## src/mlpsig_pkg.sv

```systemverilog
// shared types, constants and arithmetic helpers of the sigmoid mlp block
// used by mlpsig_ctrl, mlpsig_dp and mlp_sigmoid_train_infer_top
package mlpsig_pkg;

	localparam int NF = 8;
	localparam int NH = 8;
	localparam int NW = NH * (NF + 1) + NH + 1;
	localparam int OUT_BASE = NH * (NF + 1);
	localparam int AW = $clog2(NW);
	localparam int FW = (NF > 1) ? $clog2(NF) : 1;
	localparam int HW = (NH > 1) ? $clog2(NH) : 1;
	localparam int CW = $clog2(((NF > NH) ? NF : NH) + 1);
	localparam int DW = 16;
	localparam int SW = 12;
	localparam int LRW = 12;
	localparam int PW = 50;
	localparam int ACCW = 40;
	localparam int OPA_W = 26;
	localparam int OPB_W = 24;
	localparam logic [LRW-1:0] LR_RESET = 12'd1229;

	typedef enum logic [2:0] {
		OP_LOAD  = 3'd0,
		OP_INFER = 3'd1,
		OP_TRAIN = 3'd2,
		OP_WRITE = 3'd3,
		OP_READ  = 3'd4
	} op_t;

	typedef enum logic [4:0] {
		P_NOP, P_CLR, P_MACX, P_MACH, P_BIAS, P_RND, P_SIGH, P_SIGO,
		P_DO1, P_DO2, P_DH1, P_DH2, P_DH3, P_CF, P_UPDX, P_UPDH, P_UPDB, P_RDW
	} pop_t;

	typedef enum logic [4:0] {
		ST_IDLE, ST_DECODE, ST_HCLR, ST_HMAC, ST_HRND, ST_HSIG, ST_OCLR, ST_OMAC,
		ST_ORND, ST_OSIG, ST_DO1, ST_DO2, ST_DH1, ST_DH2, ST_DH3, ST_HCF, ST_HUPD,
		ST_OCF, ST_OUPD, ST_DONE
	} state_t;

	typedef struct packed {
		pop_t           pop;
		logic [AW-1:0]  addr;
		logic [FW-1:0]  fidx;
		logic [HW-1:0]  hidx;
		logic           use_do;
	} pipe_t;

	typedef struct packed {
		logic  load_item;
		logic  feat_we;
		logic  wr_direct;
		logic  res_load;
		pipe_t p;
	} dp_cmd_t;

	typedef struct packed {
		logic busy;
		op_t  op;
		logic feat_ok;
		logic w_ok;
	} dp_stat_t;

	// sigmoid at k/2 in q0.12
	function automatic logic [SW-1:0] sig_point(input logic [4:0] k);
		logic [SW-1:0] r;
		case (k)
			5'd0:    r = 12'd2048;
			5'd1:    r = 12'd2550;
			5'd2:    r = 12'd2994;
			5'd3:    r = 12'd3349;
			5'd4:    r = 12'd3608;
			5'd5:    r = 12'd3785;
			5'd6:    r = 12'd3902;
			5'd7:    r = 12'd3976;
			5'd8:    r = 12'd4022;
			5'd9:    r = 12'd4051;
			5'd10:   r = 12'd4069;
			5'd11:   r = 12'd4079;
			5'd12:   r = 12'd4086;
			5'd13:   r = 12'd4090;
			5'd14:   r = 12'd4092;
			5'd15:   r = 12'd4094;
			default: r = 12'd4095;
		endcase
		return r;
	endfunction

	// shift right by 24 or 12, rounding half away from zero
	function automatic logic signed [PW-1:0] rnd_p(input logic signed [PW-1:0] v,
			input logic sh24);
		logic signed [PW-1:0] mag;
		logic signed [PW-1:0] r;
		mag = v[PW-1] ? -v : v;
		if (sh24) begin
			r = (mag + (PW'(1) <<< 23)) >>> 24;
		end else begin
			r = (mag + (PW'(1) <<< 11)) >>> 12;
		end
		return v[PW-1] ? -r : r;
	endfunction

	function automatic logic signed [DW-1:0] sat16(input logic signed [PW-1:0] v);
		logic signed [DW-1:0] r;
		if (v > PW'(32767)) begin
			r = 16'sh7fff;
		end else if (v < -PW'(32768)) begin
			r = 16'sh8000;
		end else begin
			r = v[DW-1:0];
		end
		return r;
	endfunction

endpackage

```

## src/mlpsig_dp.sv

```systemverilog
// datapath: weight memory, feature buffer, shared multiplier pipeline, result register
// depends on mlpsig_pkg; driven by mlpsig_ctrl commands
module mlpsig_dp (
	input  logic                          clk,
	input  logic                          arst_n,
	input  mlpsig_pkg::dp_cmd_t           cmd,
	output mlpsig_pkg::dp_stat_t          stat,
	input  logic [2:0]                    item_op,
	input  logic [8:0]                    item_index,
	input  logic signed [15:0]            item_value,
	input  logic                          item_target,
	input  logic                          cfg_we,
	input  logic [11:0]                   cfg_wdata,
	output logic                          res_class,
	output logic [11:0]                   res_score,
	output logic signed [15:0]            res_read,
	output logic                          res_error
);
	import mlpsig_pkg::*;

	logic [2:0]              op_q;
	logic [8:0]              idx_q;
	logic signed [DW-1:0]    val_q;
	logic                    tgt_q;
	logic [LRW-1:0]          lr_q;

	logic signed [DW-1:0]    wmem [NW];
	logic signed [DW-1:0]    rdata_s1;
	logic signed [DW-1:0]    feat_q [NF];

	pipe_t                   p_s1, p_s2;
	logic signed [PW-1:0]    prod_s2;
	logic signed [DW-1:0]    w_s2;
	logic [SW-1:0]           base_s2;
	logic                    neg_s2, sat_s2;

	logic signed [ACCW-1:0]  acc_q;
	logic signed [DW-1:0]    x_q;
	logic [SW-1:0]           h_q [NH];
	logic [SW-1:0]           s_q;
	logic [22:0]             tmp_q;
	logic signed [11:0]      do_q;
	logic signed [14:0]      t_q;
	logic signed [12:0]      dh_q [NH];
	logic signed [24:0]      coef_q;
	logic signed [DW-1:0]    rdv_q;

	logic [AW-1:0]           raddr, waddr;
	logic                    we;
	logic signed [DW-1:0]    wdata;
	logic signed [OPA_W-1:0] a_op;
	logic signed [OPB_W-1:0] b_op;
	logic [16:0]             xm;
	logic [3:0]              sidx;
	logic signed [13:0]      s14;
	logic signed [SW:0]      hs;
	logic [SW-1:0]           sig_base, sig_diff;
	logic signed [PW-1:0]    r24, r12, upd_sum;
	logic [SW-1:0]           sv, sig_out;
	logic signed [DW-1:0]    upd_val;
	logic                    err_c, net_c;

	// item and configuration
	always_ff @(posedge clk) begin
		if (cmd.load_item) begin
			op_q  <= item_op;
			idx_q <= item_index;
			val_q <= item_value;
			tgt_q <= item_target;
		end
		if (cmd.feat_we) begin
			feat_q[idx_q[FW-1:0]] <= val_q;
		end
	end

	always_ff @(posedge clk or negedge arst_n) begin
		if (!arst_n) begin
			lr_q <= LR_RESET;
			p_s1 <= '{pop: P_NOP, default: '0};
			p_s2 <= '{pop: P_NOP, default: '0};
		end else begin
			if (cfg_we) begin
				lr_q <= cfg_wdata;
			end
			p_s1 <= cmd.p;
			p_s2 <= p_s1;
		end
	end

	assign stat.busy    = (p_s1.pop != P_NOP) || (p_s2.pop != P_NOP);
	assign stat.op      = op_t'(op_q);
	assign stat.feat_ok = idx_q < 9'(NF);
	assign stat.w_ok    = idx_q < 9'(NW);

	// weight memory, one read and one write port, registered read
	assign raddr   = (cmd.p.pop == P_RDW) ? idx_q[AW-1:0] : cmd.p.addr;
	assign upd_sum = PW'(w_s2) + ((p_s2.pop == P_UPDB) ? r12 : r24);
	assign upd_val = sat16(upd_sum);
	assign we      = cmd.wr_direct || (p_s2.pop == P_UPDX) || (p_s2.pop == P_UPDH)
		|| (p_s2.pop == P_UPDB);
	assign waddr   = cmd.wr_direct ? idx_q[AW-1:0] : p_s2.addr;
	assign wdata   = cmd.wr_direct ? val_q : upd_val;

	always_ff @(posedge clk) begin
		rdata_s1 <= wmem[raddr];
		if (we) begin
			wmem[waddr] <= wdata;
		end
	end

	// sigmoid table lookup on the rounded pre-activation
	always_comb begin
		xm       = x_q[DW-1] ? (17'd0 - 17'(x_q)) : 17'(x_q);
		sidx     = xm[14:11];
		sig_base = xm[16:15] != 2'b00 ? sig_point(5'd16) : sig_point({1'b0, sidx});
		sig_diff = sig_point(5'({1'b0, sidx}) + 5'd1) - sig_point({1'b0, sidx});
		s14      = 14'(signed'({1'b0, s_q}));
		hs       = signed'({1'b0, h_q[p_s1.hidx]});
	end

	// operand select for the shared multiplier
	always_comb begin
		a_op = '0;
		b_op = '0;
		case (p_s1.pop)
			P_MACX: begin
				a_op = OPA_W'(feat_q[p_s1.fidx]);
				b_op = OPB_W'(rdata_s1);
			end
			P_MACH: begin
				a_op = OPA_W'(hs);
				b_op = OPB_W'(rdata_s1);
			end
			P_SIGH, P_SIGO: begin
				a_op = OPA_W'(signed'({1'b0, sig_diff}));
				b_op = OPB_W'(signed'({1'b0, xm[10:0]}));
			end
			P_DO1: begin
				a_op = OPA_W'(s14);
				b_op = OPB_W'(14'sd4096 - s14);
			end
			P_DO2: begin
				a_op = OPA_W'(tgt_q ? (14'sd4096 - s14) : -s14);
				b_op = OPB_W'(signed'({1'b0, tmp_q}));
			end
			P_DH1: begin
				a_op = OPA_W'(do_q);
				b_op = OPB_W'(rdata_s1);
			end
			P_DH2: begin
				a_op = OPA_W'(hs);
				b_op = OPB_W'(14'sd4096 - 14'(hs));
			end
			P_DH3: begin
				a_op = OPA_W'(t_q);
				b_op = OPB_W'(signed'({1'b0, tmp_q}));
			end
			P_CF: begin
				a_op = OPA_W'(signed'({1'b0, lr_q}));
				b_op = p_s1.use_do ? OPB_W'(do_q) : OPB_W'(dh_q[p_s1.hidx]);
			end
			P_UPDX: begin
				a_op = OPA_W'(coef_q);
				b_op = OPB_W'(feat_q[p_s1.fidx]);
			end
			P_UPDH: begin
				a_op = OPA_W'(coef_q);
				b_op = OPB_W'(hs);
			end
			P_UPDB: begin
				a_op = OPA_W'(coef_q);
				b_op = OPB_W'(1);
			end
			default: ;
		endcase
	end

	always_ff @(posedge clk) begin
		prod_s2 <= PW'(a_op) * PW'(b_op);
		w_s2    <= rdata_s1;
		base_s2 <= sig_base;
		sat_s2  <= xm[16:15] != 2'b00;
		neg_s2  <= x_q[DW-1];
	end

	// writeback stage
	assign r24 = rnd_p(prod_s2, 1'b1);
	assign r12 = rnd_p(prod_s2, 1'b0);

	always_comb begin
		sv      = sat_s2 ? base_s2 : (base_s2 + SW'((prod_s2 + PW'(1024)) >>> 11));
		sig_out = neg_s2 ? SW'(13'd4096 - 13'(sv)) : sv;
	end

	always_ff @(posedge clk) begin
		case (p_s2.pop) inside
			P_CLR:          acc_q <= '0;
			P_MACX, P_MACH: acc_q <= acc_q + prod_s2[ACCW-1:0];
			P_BIAS:         acc_q <= acc_q + (ACCW'(w_s2) <<< 12);
			P_RND:          x_q <= sat16(rnd_p(PW'(acc_q), 1'b0));
			P_SIGH:         h_q[p_s2.hidx] <= sig_out;
			P_SIGO:         s_q <= sig_out;
			P_DO1, P_DH2:   tmp_q <= prod_s2[22:0];
			P_DO2:          do_q <= r24[11:0];
			P_DH1:          t_q <= r12[14:0];
			P_DH3:          dh_q[p_s2.hidx] <= r24[12:0];
			P_CF:           coef_q <= prod_s2[24:0];
			P_RDW:          rdv_q <= w_s2;
			default: ;
		endcase
	end

	// result word
	always_comb begin
		net_c = (op_q == OP_INFER) || (op_q == OP_TRAIN);
		case (op_q) inside
			OP_LOAD:           err_c = !stat.feat_ok;
			OP_WRITE, OP_READ: err_c = !stat.w_ok;
			OP_INFER, OP_TRAIN: err_c = 1'b0;
			default:           err_c = 1'b1;
		endcase
	end

	always_ff @(posedge clk) begin
		if (cmd.res_load) begin
			res_class <= net_c && (s_q > 12'd2048);
			res_score <= net_c ? s_q : '0;
			res_read  <= ((op_q == OP_READ) && stat.w_ok) ? rdv_q : '0;
			res_error <= err_c;
		end
	end

endmodule

```

## src/mlpsig_ctrl.sv

```systemverilog
// controller: sequences forward pass, deltas and weight updates over the datapath
// depends on mlpsig_pkg; owns the stream handshakes
module mlpsig_ctrl (
	input  logic                  clk,
	input  logic                  arst_n,
	input  logic                  s_tvalid,
	output logic                  s_tready,
	output logic                  m_tvalid,
	input  logic                  m_tready,
	input  mlpsig_pkg::dp_stat_t  stat,
	output mlpsig_pkg::dp_cmd_t   cmd
);
	import mlpsig_pkg::*;

	state_t        state_q, state_d;
	logic [CW-1:0] i_q, i_d, j_q, j_d;
	logic          ov_q;
	logic          out_free, need_idle, go;
	logic [AW-1:0] haddr, oaddr, dhaddr;

	assign out_free  = !ov_q || m_tready;
	// these steps read what the step before wrote, so the pipe must drain
	assign need_idle = (state_q inside {ST_HRND, ST_HSIG, ST_OCLR, ST_ORND, ST_OSIG, ST_DO1,
		ST_DO2, ST_DH1, ST_DH3, ST_HCF, ST_OCF, ST_DONE})
		|| ((state_q == ST_HUPD || state_q == ST_OUPD) && j_q == '0);
	assign go = !(need_idle && stat.busy) && (state_q != ST_DONE || out_free);

	assign haddr  = AW'(i_q * (NF + 1)) + AW'(j_q);
	assign oaddr  = AW'(OUT_BASE) + AW'(j_q);
	assign dhaddr = AW'(OUT_BASE) + AW'(i_q);

	assign s_tready = state_q == ST_IDLE;
	assign m_tvalid = ov_q;

	always_ff @(posedge clk or negedge arst_n) begin
		if (!arst_n) begin
			state_q <= ST_IDLE;
			i_q     <= '0;
			j_q     <= '0;
			ov_q    <= 1'b0;
		end else begin
			state_q <= state_d;
			i_q     <= i_d;
			j_q     <= j_d;
			if (cmd.res_load) begin
				ov_q <= 1'b1;
			end else if (m_tready) begin
				ov_q <= 1'b0;
			end
		end
	end

	// next state
	always_comb begin
		state_d = state_q;
		i_d     = i_q;
		j_d     = j_q;
		if (go) begin
			unique case (state_q)
				ST_IDLE: begin
					if (s_tvalid) state_d = ST_DECODE;
				end
				ST_DECODE: begin
					i_d = '0;
					j_d = '0;
					if (stat.op == OP_INFER || stat.op == OP_TRAIN) begin
						state_d = ST_HCLR;
					end else begin
						state_d = ST_DONE;
					end
				end
				ST_HCLR: begin
					j_d     = '0;
					state_d = ST_HMAC;
				end
				ST_HMAC: begin
					if (j_q == CW'(NF)) state_d = ST_HRND;
					else j_d = j_q + 1'b1;
				end
				ST_HRND: state_d = ST_HSIG;
				ST_HSIG: begin
					if (i_q == CW'(NH - 1)) begin
						i_d     = '0;
						state_d = ST_OCLR;
					end else begin
						i_d     = i_q + 1'b1;
						state_d = ST_HCLR;
					end
				end
				ST_OCLR: begin
					j_d     = '0;
					state_d = ST_OMAC;
				end
				ST_OMAC: begin
					if (j_q == CW'(NH)) state_d = ST_ORND;
					else j_d = j_q + 1'b1;
				end
				ST_ORND: state_d = ST_OSIG;
				ST_OSIG: state_d = (stat.op == OP_TRAIN) ? ST_DO1 : ST_DONE;
				ST_DO1:  state_d = ST_DO2;
				ST_DO2: begin
					i_d     = '0;
					state_d = ST_DH1;
				end
				ST_DH1: state_d = ST_DH2;
				ST_DH2: state_d = ST_DH3;
				ST_DH3: begin
					if (i_q == CW'(NH - 1)) begin
						i_d     = '0;
						state_d = ST_HCF;
					end else begin
						i_d     = i_q + 1'b1;
						state_d = ST_DH1;
					end
				end
				ST_HCF: begin
					j_d     = '0;
					state_d = ST_HUPD;
				end
				ST_HUPD: begin
					if (j_q == CW'(NF)) begin
						if (i_q == CW'(NH - 1)) begin
							i_d     = '0;
							state_d = ST_OCF;
						end else begin
							i_d     = i_q + 1'b1;
							state_d = ST_HCF;
						end
					end else begin
						j_d = j_q + 1'b1;
					end
				end
				ST_OCF: begin
					j_d     = '0;
					state_d = ST_OUPD;
				end
				ST_OUPD: begin
					if (j_q == CW'(NH)) state_d = ST_DONE;
					else j_d = j_q + 1'b1;
				end
				ST_DONE: state_d = ST_IDLE;
				default: state_d = ST_IDLE;
			endcase
		end
	end

	// commands
	always_comb begin
		cmd           = '0;
		cmd.p.pop     = P_NOP;
		cmd.load_item = s_tvalid && s_tready;
		if (go) begin
			unique case (state_q)
				ST_DECODE: begin
					cmd.feat_we   = (stat.op == OP_LOAD) && stat.feat_ok;
					cmd.wr_direct = (stat.op == OP_WRITE) && stat.w_ok;
					if ((stat.op == OP_READ) && stat.w_ok) cmd.p.pop = P_RDW;
				end
				ST_HCLR, ST_OCLR: cmd.p.pop = P_CLR;
				ST_HMAC: begin
					cmd.p.pop  = (j_q == CW'(NF)) ? P_BIAS : P_MACX;
					cmd.p.addr = haddr;
					cmd.p.fidx = j_q[FW-1:0];
				end
				ST_HRND, ST_ORND: cmd.p.pop = P_RND;
				ST_HSIG: begin
					cmd.p.pop  = P_SIGH;
					cmd.p.hidx = i_q[HW-1:0];
				end
				ST_OMAC: begin
					cmd.p.pop  = (j_q == CW'(NH)) ? P_BIAS : P_MACH;
					cmd.p.addr = oaddr;
					cmd.p.hidx = j_q[HW-1:0];
				end
				ST_OSIG: cmd.p.pop = P_SIGO;
				ST_DO1:  cmd.p.pop = P_DO1;
				ST_DO2:  cmd.p.pop = P_DO2;
				ST_DH1: begin
					cmd.p.pop  = P_DH1;
					cmd.p.addr = dhaddr;
				end
				ST_DH2: begin
					cmd.p.pop  = P_DH2;
					cmd.p.hidx = i_q[HW-1:0];
				end
				ST_DH3: begin
					cmd.p.pop  = P_DH3;
					cmd.p.hidx = i_q[HW-1:0];
				end
				ST_HCF: begin
					cmd.p.pop  = P_CF;
					cmd.p.hidx = i_q[HW-1:0];
				end
				ST_HUPD: begin
					cmd.p.pop  = (j_q == CW'(NF)) ? P_UPDB : P_UPDX;
					cmd.p.addr = haddr;
					cmd.p.fidx = j_q[FW-1:0];
				end
				ST_OCF: begin
					cmd.p.pop    = P_CF;
					cmd.p.use_do = 1'b1;
				end
				ST_OUPD: begin
					cmd.p.pop  = (j_q == CW'(NH)) ? P_UPDB : P_UPDH;
					cmd.p.addr = oaddr;
					cmd.p.hidx = j_q[HW-1:0];
				end
				ST_DONE: cmd.res_load = 1'b1;
				default: ;
			endcase
		end
	end

endmodule

```

## src/mlp_sigmoid_train_infer_top.sv

```systemverilog
// top level of the one-hidden-layer sigmoid mlp with on-line training
// depends on mlpsig_pkg, mlpsig_ctrl and mlpsig_dp
//
// Usage:
//   slave stream takes one command word per handshake; tuser carries the operation
//   (load feature, infer, train, write weight, read weight), tdata the index, value
//   and target. every word gives exactly one result word on the master stream, with
//   class bit, score and read value in tdata and the error flag in tuser.
//   learning rate is written through cfg_we/cfg_wdata while the block is idle.
// Processing:
//   every weight goes through the one shared multiplier, once for the forward pass and,
//   in train, once more for the update, with a three-stage memory/multiply/writeback
//   pipe that drains between dependent steps (pre-activation rounding, sigmoid, deltas).
//   one word is worked at a time; s_tready is high only when the sequencer is idle.
// Reset and stall:
//   arst_n clears the sequencer, output valid and sets the learning rate to 1229;
//   weights and features hold nothing defined until written.
//   a stalled result waits in the output register; the next word is accepted
//   meanwhile, and its result waits until the held one is taken.
module mlp_sigmoid_train_infer_top (
	input  logic        clk,
	input  logic        arst_n,
	input  logic        s_tvalid,
	output logic        s_tready,
	input  logic [31:0] s_tdata,   // index[8:0], value[24:9], target[25], zero above
	input  logic [2:0]  s_tuser,   // operation[2:0]
	output logic        m_tvalid,
	input  logic        m_tready,
	output logic [31:0] m_tdata,   // class_bit[0], score[12:1], read_value[28:13], zero above
	output logic [0:0]  m_tuser,   // error[0]
	input  logic        cfg_we,
	input  logic [11:0] cfg_wdata
);
	import mlpsig_pkg::*;

	dp_cmd_t            cmd;
	dp_stat_t           stat;
	logic               res_class, res_error;
	logic [11:0]        res_score;
	logic signed [15:0] res_read;

	mlpsig_ctrl u_ctrl (
		.clk      (clk),
		.arst_n   (arst_n),
		.s_tvalid (s_tvalid),
		.s_tready (s_tready),
		.m_tvalid (m_tvalid),
		.m_tready (m_tready),
		.stat     (stat),
		.cmd      (cmd)
	);

	mlpsig_dp u_dp (
		.clk         (clk),
		.arst_n      (arst_n),
		.cmd         (cmd),
		.stat        (stat),
		.item_op     (s_tuser),
		.item_index  (s_tdata[8:0]),
		.item_value  (s_tdata[24:9]),
		.item_target (s_tdata[25]),
		.cfg_we      (cfg_we),
		.cfg_wdata   (cfg_wdata),
		.res_class   (res_class),
		.res_score   (res_score),
		.res_read    (res_read),
		.res_error   (res_error)
	);

	assign m_tdata = {3'b000, res_read, res_score, res_class};
	assign m_tuser = res_error;

	a_accept_drained: assert property (@(posedge clk) disable iff (!arst_n)
		s_tready |-> !stat.busy)
		else $error("word accepted with datapath pipe busy");

	a_load_free: assert property (@(posedge clk) disable iff (!arst_n)
		cmd.res_load |-> (!m_tvalid || m_tready))
		else $error("result register overwritten while held");

	a_load_shows: assert property (@(posedge clk) disable iff (!arst_n)
		cmd.res_load |=> m_tvalid)
		else $error("loaded result not presented");

endmodule
```

## config.mk

```make
export PLATFORM = sky130hd
export DESIGN_NAME = mlp_sigmoid_train_infer_top
export DESIGN_NICKNAME = d
export VERILOG_FILES = /design/src/mlpsig_pkg.sv /design/src/mlpsig_dp.sv /design/src/mlpsig_ctrl.sv /design/src/mlp_sigmoid_train_infer_top.sv
export SDC_FILE = /design/constraint.sdc
export NUM_CORES = 2
export LEC_CHECK = 0
export BUFFER_PORTS_ARGS = -buffer_cell sky130_fd_sc_hd__buf_2
export CAP_MARGIN = 15
export CORE_MARGIN = 1
export CORE_UTILIZATION = 58
export CTS_CLUSTER_DIAMETER = 80
export DETAILED_ROUTE_END_ITERATION = 16
export PLACE_DENSITY = 0.89
export SKIP_LAST_GASP = 1
export SLEW_MARGIN = 5
export SYNTH_ARGS = -nofsm -noshare
export SYNTH_HDL_FRONTEND = slang
export SYNTH_SLANG_ARGS = --single-unit
```

## constraint.sdc

```tcl
create_clock -name clk -period 12.9 [get_ports clk]
set_input_delay 1.935 -clock clk [delete_from_list [all_inputs] [get_ports clk]]
set_output_delay 1.935 -clock clk [all_outputs]
set_load 0.03 [all_outputs]
```

# ---- Word level (Yosys, flattened, before mapping)
# Memory sizes are Yosys's and may differ from the RTL's. A register that Yosys moved wholly into a read port is not among the register bits.
# Index checks and enable logic that the tools add are counted.
dict set report word_totals {
  output_inout_bits 35
  wordCells 292
  romBits 528
  input_bits 52
  memories 7
  mem_bits_rw 1624
  register_bits 358
}
dict set report op_classes {
  bitwise_logic 11
  magnitude_cmp 7
  reduce_logical 61
  mul 2
  n_eq_ne 63
  n_mux 81
  add_sub_neg 26
}
# name depth width read_ports rd_ports_with_merged_regs wr line_no
set memory_table {}
lappend memory_table {u_dp.wmem 81 16 1 1 1 mlpsig_dp.sv:27} ;# logic signed [DW-1:0] wmem [NW];
lappend memory_table {{(no name shown)} 16 11 1 1 0 mlpsig_pkg.sv:67} ;# case (k)
lappend memory_table {{(no name shown)} 16 11 1 0 0 mlpsig_pkg.sv:67}
lappend memory_table {{(no name shown)} 16 11 1 0 0 mlpsig_pkg.sv:67}
lappend memory_table {u_dp.feat_q 8 16 1 0 1 mlpsig_dp.sv:29} ;# logic signed [DW-1:0] feat_q [NF];
lappend memory_table {u_dp.dh_q 8 13 1 0 1 mlpsig_dp.sv:44} ;# logic signed [12:0] dh_q [NH];
lappend memory_table {{1 more memories} n/a n/a n/a n/a n/a n/a}
# operator count
set ops {}
lappend ops {{$mux W50} 10}
lappend ops {{$pmux W26 S9} 1}
lappend ops {{$pmux W24 S9} 1}
lappend ops {{$eq A5 B4 Y1 const B} 24}
lappend ops {{$add A50 B13 Y50 const B} 2}
lappend ops {{$gt A50 B16 Y1 const B} 2}
lappend ops {{$lt A50 B16 Y1 const B} 2}
lappend ops {{$neg A50 Y50} 2}
lappend ops {{$pmux W5 S19} 1}
lappend ops {{$mux W40} 2}
lappend ops {{$pmux W5 S15} 1}
lappend ops {{$mux W16} 4}
lappend ops {{$mux W5} 11}
lappend ops {{$add A16 B50 Y50} 1}
lappend ops {{$add A50 B25 Y50 const B} 1}
lappend ops {{$eq A5 B3 Y1 const B} 10}
lappend ops {{$mul A26 B24 Y50} 1}
lappend ops {{$neg A26 Y50} 1}
lappend ops {{$neg A38 Y50} 1}
lappend ops {{$neg A40 Y50} 1}
lappend ops {{$sub A13 B12 Y14 const A} 3}
lappend ops {{$add A40 B28 Y40} 1}
lappend ops {{$add A40 B40 Y40} 1}
lappend ops {{$eq A5 B5 Y1 const B} 8}
lappend ops {{61 further kinds} 159}

# ---- Longest topological paths before layout
dict set report logic_depth {
  word_depth 13
  mapped_depth 62
  mapped_depth_nobuf 61
}

# ---- By module
# A second synthesis with hierarchy kept.
dict set report unflattened {
  hier_cells 10888
  hier_area_um2 118582.5
}
# module seq_area_each_um2 area_per_inst_um2 n_inst cells_each
set by_module_without_submodules {}
lappend by_module_without_submodules {mlpsig_dp 57973.1 116625.6 1 10628}
lappend by_module_without_submodules {mlpsig_ctrl 350.3 1923.1 1 255}
lappend by_module_without_submodules {mlp_sigmoid_train_infer_top 0.0 33.8 1 5}

# ---- Least setup slack after synthesis
# No wires, ideal clock.
dict set report synth_timing {
  path_kind {reg-to-reg}
  start {register u_dp.prod_s2[49]}
  end {memory u_dp.wmem[0][1] (data pin)}
  setup_slack_ps -79
  stages_incl_launch_ff 39
  required_time_ps 12067
  setup_ps 833
  n_path_buf 9
  t_arrival_ps 12145
  period_less_slack_ps 12979
  path_cell_list {dfxtp_1 > clkbuf_1 > clkbuf_1 > clkbuf_1 > clkbuf_1 > clkbuf_1 > clkbuf_1 > clkbuf_1 > buf_1 > o21ai_0 > xnor2_1 > ha_1 > inv_1 > nor4_2 > nand3_1 > or4b_1 > a2111o_1 > a211oi_2 > [3 not listed] > nand3_1 > a21oi_1 > ha_1 > clkbuf_1 > nand4_1 > nor3_1 > nand4_1 > nor2_1 > nor4b_1 > o21a_1 > o21ai_0 > nand2b_1 > a21o_1 > a21oi_1 > xor3_1 > o41a_1 > nor2b_1 > o21ai_0}
}
dict set report synth_via {
  elab_chain_cells 11
  word_cells_on_any_way 15
  classes_between {add/sub: 6; order compare: 2; mux: 7}
}
# element line_no
set synth_lines {}
lappend synth_lines {{start: declaration} mlpsig_dp.sv:32} ;# logic signed [PW-1:0] prod_s2;
lappend synth_lines {{start signal: assignment} mlpsig_dp.sv:179} ;# prod_s2 <= PW'(a_op) * PW'(b_op);
lappend synth_lines {{$neg A50 Y50} mlpsig_pkg.sv:94} ;# mag = v[PW-1] ? -v : v;
lappend synth_lines {{$mux W50} mlpsig_pkg.sv:94}
lappend synth_lines {{$add A50 B13 Y50 / $add A50 B25 Y50 (equally long branches)} n/a}
lappend synth_lines {{$neg A38 Y50 / $neg A26 Y50 (equally long branches)} mlpsig_pkg.sv:100} ;# return v[PW-1] ? -r : r;
lappend synth_lines {{$mux W50} mlpsig_pkg.sv:100}
lappend synth_lines {{$mux W50 *} mlpsig_dp.sv:97} ;# assign upd_sum = PW'(w_s2) + ((p_s2.pop == P_UPDB) ? r12 : r24);
lappend synth_lines {{$add A16 B50 Y50 *} mlpsig_dp.sv:97}
lappend synth_lines {{$lt A50 B16 Y1} mlpsig_pkg.sv:107} ;# end else if (v < -PW'(32768)) begin
lappend synth_lines {{$mux W16} mlpsig_pkg.sv:107}
lappend synth_lines {{$mux W16 *} mlpsig_pkg.sv:105} ;# if (v > PW'(32767)) begin
lappend synth_lines {{$mux W16 *} mlpsig_dp.sv:102} ;# assign wdata = cmd.wr_direct ? val_q : upd_val;
lappend synth_lines {{named net u_dp.wdata[1]} mlpsig_dp.sv:50} ;# logic signed [DW-1:0] wdata;
lappend synth_lines {{end: declaration} mlpsig_dp.sv:27}
# Mark *: on every way through the listed nets, which the timed path passes. The rest lies on a longest branch.

# ---- Worst setup path after layout
dict set report layout_timing {
  start {register u_dp.x_q[1]}
  end {register u_dp.prod_s2[48]}
}
dict set report layout_via {
  elab_chain_cells 8
  word_cells_on_any_way 10
  classes_between {add/sub: 3; mul: 1; mux: 4; memory: 2}
}
# element line_no
set layout_lines {}
lappend layout_lines {{start: declaration} mlpsig_dp.sv:38} ;# logic signed [DW-1:0] x_q;
lappend layout_lines {{start signal: assignment} mlpsig_dp.sv:200} ;# P_RND: x_q <= sat16(rnd_p(PW'(acc_q), 1'b0));
lappend layout_lines {{$sub A1 B16 Y17} mlpsig_dp.sv:113} ;# xm = x_q[DW-1] ? (17'd0 - 17'(x_q)) : 17'(x_q);
lappend layout_lines {{$mux W17 *} mlpsig_dp.sv:113}
lappend layout_lines {{$add A4 B1 Y5} mlpsig_dp.sv:116} ;# sig_diff = sig_point(5'({1'b0, sidx}) + 5'd1) - sig_point({1'b0, sidx});
lappend layout_lines {{$mem_v2 Z16 W11} n/a}
lappend layout_lines {{$mux W12} mlpsig_pkg.sv:67}
lappend layout_lines {{$sub A12 B12 Y12} mlpsig_dp.sv:116}
lappend layout_lines {{$pmux W26 S9} mlpsig_dp.sv:125} ;# case (p_s1.pop)
lappend layout_lines {{$mul A26 B24 Y50 *} mlpsig_dp.sv:179}
# Every way passes the cells marked *; elsewhere a longest branch is shown, timed or not.
# A chain may end at the register's enable or synchronous reset.

==> flow_summary.toml <==
[drt]
detail_route.wl_per_cell_um = 26.1
routed_via_density = 6.63
drt-pass1-iter-count = 9
top_layer_used = "met5"
drc_errors = 0
drtIter0Drc = 13200
via_count = 90500
wl_met3_um = 42500
detail-route-antenna-nets = 0
wl_um = 356000
wl_met2_um = 166000
routedLengthMet1_um = 120000

[die]
core_mm2 = 0.200
io_pins = 87
placementRows = 164
die-area_mm2 = 0.205
start_util_pct = 58.6
fp.dieW_um = 452
die-height_um = 452

[setup_path]
cp_data_arrival_time_ps = 13240
path_class = "flip-flop to flip-flop"
end_kind = "flip-flop"
cp_slowest_stage_delay_ps = 570
worst_path_max_delay_cell = "fa_1"
critical_path_buf_inv_count = 11
worstPathMaxFanout = 8
r2r_start = "u_dp.x_q[1]"
path_delay_family = "compound AO/OA/AOI/OAI gates"
required_ps = 13630
crit_start = "u_dp.x_q[1]"
crit_top_cell = "a21o_1"
cp-start-kind = "flip-flop"

[yosys]
synth-edff-count = 1802
yosysWarningCount = 0
synth_top_area_share_pct = 46.0
synth_cell_types = 111
syn_area_per_cell_um2 = 10.9
ys_seq_area_share_pct = 49.6
async_flop_share_pct = 3.00
syn_area_mm2 = 0.118
ys_ff_latch = 1997
synth.largest_area_cell = "edfxtp_1"
synthFlopType = "edfxtp_1"
synthTopCellsByArea = "edfxtp_1 (46%), fa_1 (11%), nand2_1 (6.8%)"
postSynthCellCount = 10800

[clock_network]
cts_tree = "done"
cts.sinks = 1997
cts_root_buf = "clkbuf_16"
clkLatencyLatePin_ps = 870
htree_levels = 4
numCtsBuffers = 187
cts.clk_slew.worst_paths_ps = 60
ctsLongestPathBuffers = 3

[layout]
fillers = 13900
multiInputGateArea_mm2 = 0.0546
nNetsFinal = 11800
layout-drive-gt1-share_pct = 9.39
syn_to_final_growth_pct = 9.77
ff_latch_area_mm2 = 0.0583
finish.instance_area_mm2 = 0.129
final_util_pct = 64.4
mostFrequentLayoutCell = "nand2_1"
most-common-layout-cells = "nand2_1 (2141), edfxtp_1 (1802), inv_1 (837)"
fin_cells = 13600

[grt]
track_usage_pct = 34.5
grt_pass1_vias = 90100
grt_pass1_wl_um = 539000
grt_overflow = 0
antenna_found_initial = 12
grt_max_degree = 161

[placed_design]
dpl.hpwl_um = 234000
port_buffers = 77
place_inst = 13300
dpl_cell_area_mm2 = 0.122
pre_cts_ws_ps = -225
gp_congestion = 0.989

[pwr]
ir_worst_vdd_mv = 0.144
p_seq_share_pct = 54.9
p_sw_share_pct = 20.3
pwr-share-clk_pct = 44.9
power_switching_mw = 2.57
power.total_mw = 12.7
internal_power_mw = 10.1
cellPowerDensity_mw_per_mm2 = 98.1
p_leak_nw = 50.0
p_comb_share_pct = 0.2

[flow_run]
drv_cap = 0

[timing]
worst_pin_slew_ps = 1250
worst_slack_ps = 392
clock_skew_ps = 87.0
min_period_ps = 12510
setup_viol = 0
min_period_over_period_pct = 97.0
finalSetupTns_ps = 0
clock.fmax_ghz = 0.0800
holdWs_ps = 352
hold_viol = 0
slew_violations = 0
relSlewSlack_pct = 16.5

[status]
status = "finished clean"

[worst_hold_path]
min_path_type = "flip-flop to flip-flop"
min_from = "u_dp.p_s1[13]"
==> path summary, 6_finish.rpt <==
path                                    endpoint  slack [ps]  cells past startpoint
min in group asynchronous           u_dp.p_s2[3]        1030                      1
worst min-delay path               u_dp.p_s2[13]         350                      0
worst max register to register  u_dp.prod_s2[48]         390                     59
max in group asynchronous           u_dp.p_s1[1]       10690                      2
worst min register to register     u_dp.p_s2[13]         350                      0
worst max-delay path            u_dp.prod_s2[48]         390                     59
==> cell families (layout without fill, tap and decap cells) <==
kind of cell / Yosys count / in the layout / share of synthesized area (%)
simple gates: 4096 / 4096 / 15.8
compound gates: 1709 / 1709 / 9.95
other cells: 1 / 9 / 0.00319
flops: 1997 / 1997 / 49.6
buf+inv: 1453 / 1617 / 4.68
xor+xnor: 419 / 419 / 3.13
mux: 170 / 170 / 2.34
fa+ha+maj: 967 / 967 / 14.5
==> final cells by class <==
class	count	area share, %
diodes	6	0.0116
clock buffers	225	3.84
clock inverters	123	1.04
inverters	842	2.45
multi-input cells	7364	42.3
flip-flops and latches	1997	45.2
well taps	2656	2.57
repair buffers	427	2.56
==> sequential cells by signal, indices dropped and copies added, names as in the netlist, 19 cells and up <==
| name | count |
|---|---|
| u_dp.coef_q | 25 |
| u_dp.prod_s2 | 50 |
| u_dp.tmp_q | 23 |
| u_dp.h_q | 96 |
| u_dp.acc_q | 40 |
| u_dp.wmem | 1296 |
| u_dp.feat_q | 128 |
| u_dp.dh_q | 104 |
| u_dp.p_s1 | 19 |
==> layer usage <==
metal / GRT usage, % / vias up
li1: - / 38100
met2: 55.1 / 6877
met5: 0 / -
met4: 22.4 / 14
met1: 42.2 / 43800
met3: 8.19 / 1631
==> power by group through the flow <==
| stage | combinational (mW) | sequential [mW] | clock, mW |
|---|---|---|---|
| final | 0.0204 | 6.95 | 5.69 |
| after global routing | 0.0216 | 6.95 | 5.95 |
| after CTS | 0.0204 | 6.95 | 5.68 |
| after detailed placement | 0.0203 | 7.09 | 0 |
| after global placement | 0.0195 | 7.09 | 0 |
| after floorplan | 0.00644 | 7.09 | 0 |
==> synthesized netlist by cell type, drive strengths merged (131+ instances only) <==
cell type  number
a21oi         394
inv           840
and3          202
clkbuf        535
edfxtp       1802
a311oi        236
xor2          142
xnor2         276
nand2        2146
and2          159
o21ai         253
fa            657
ha            310
dfxtp         135
nand3         463
a21o          131
nor3          138
nor2          528
a31oi         149
==> repair_timing <==
item,CTS,global route
setup endpoints to repair,4,14
pin swaps,0,41
setup buffers,2,15
gates resized for setup,6,66
hold buffers,0,0
No activity file was read; power rests on OpenSTA's default activity.
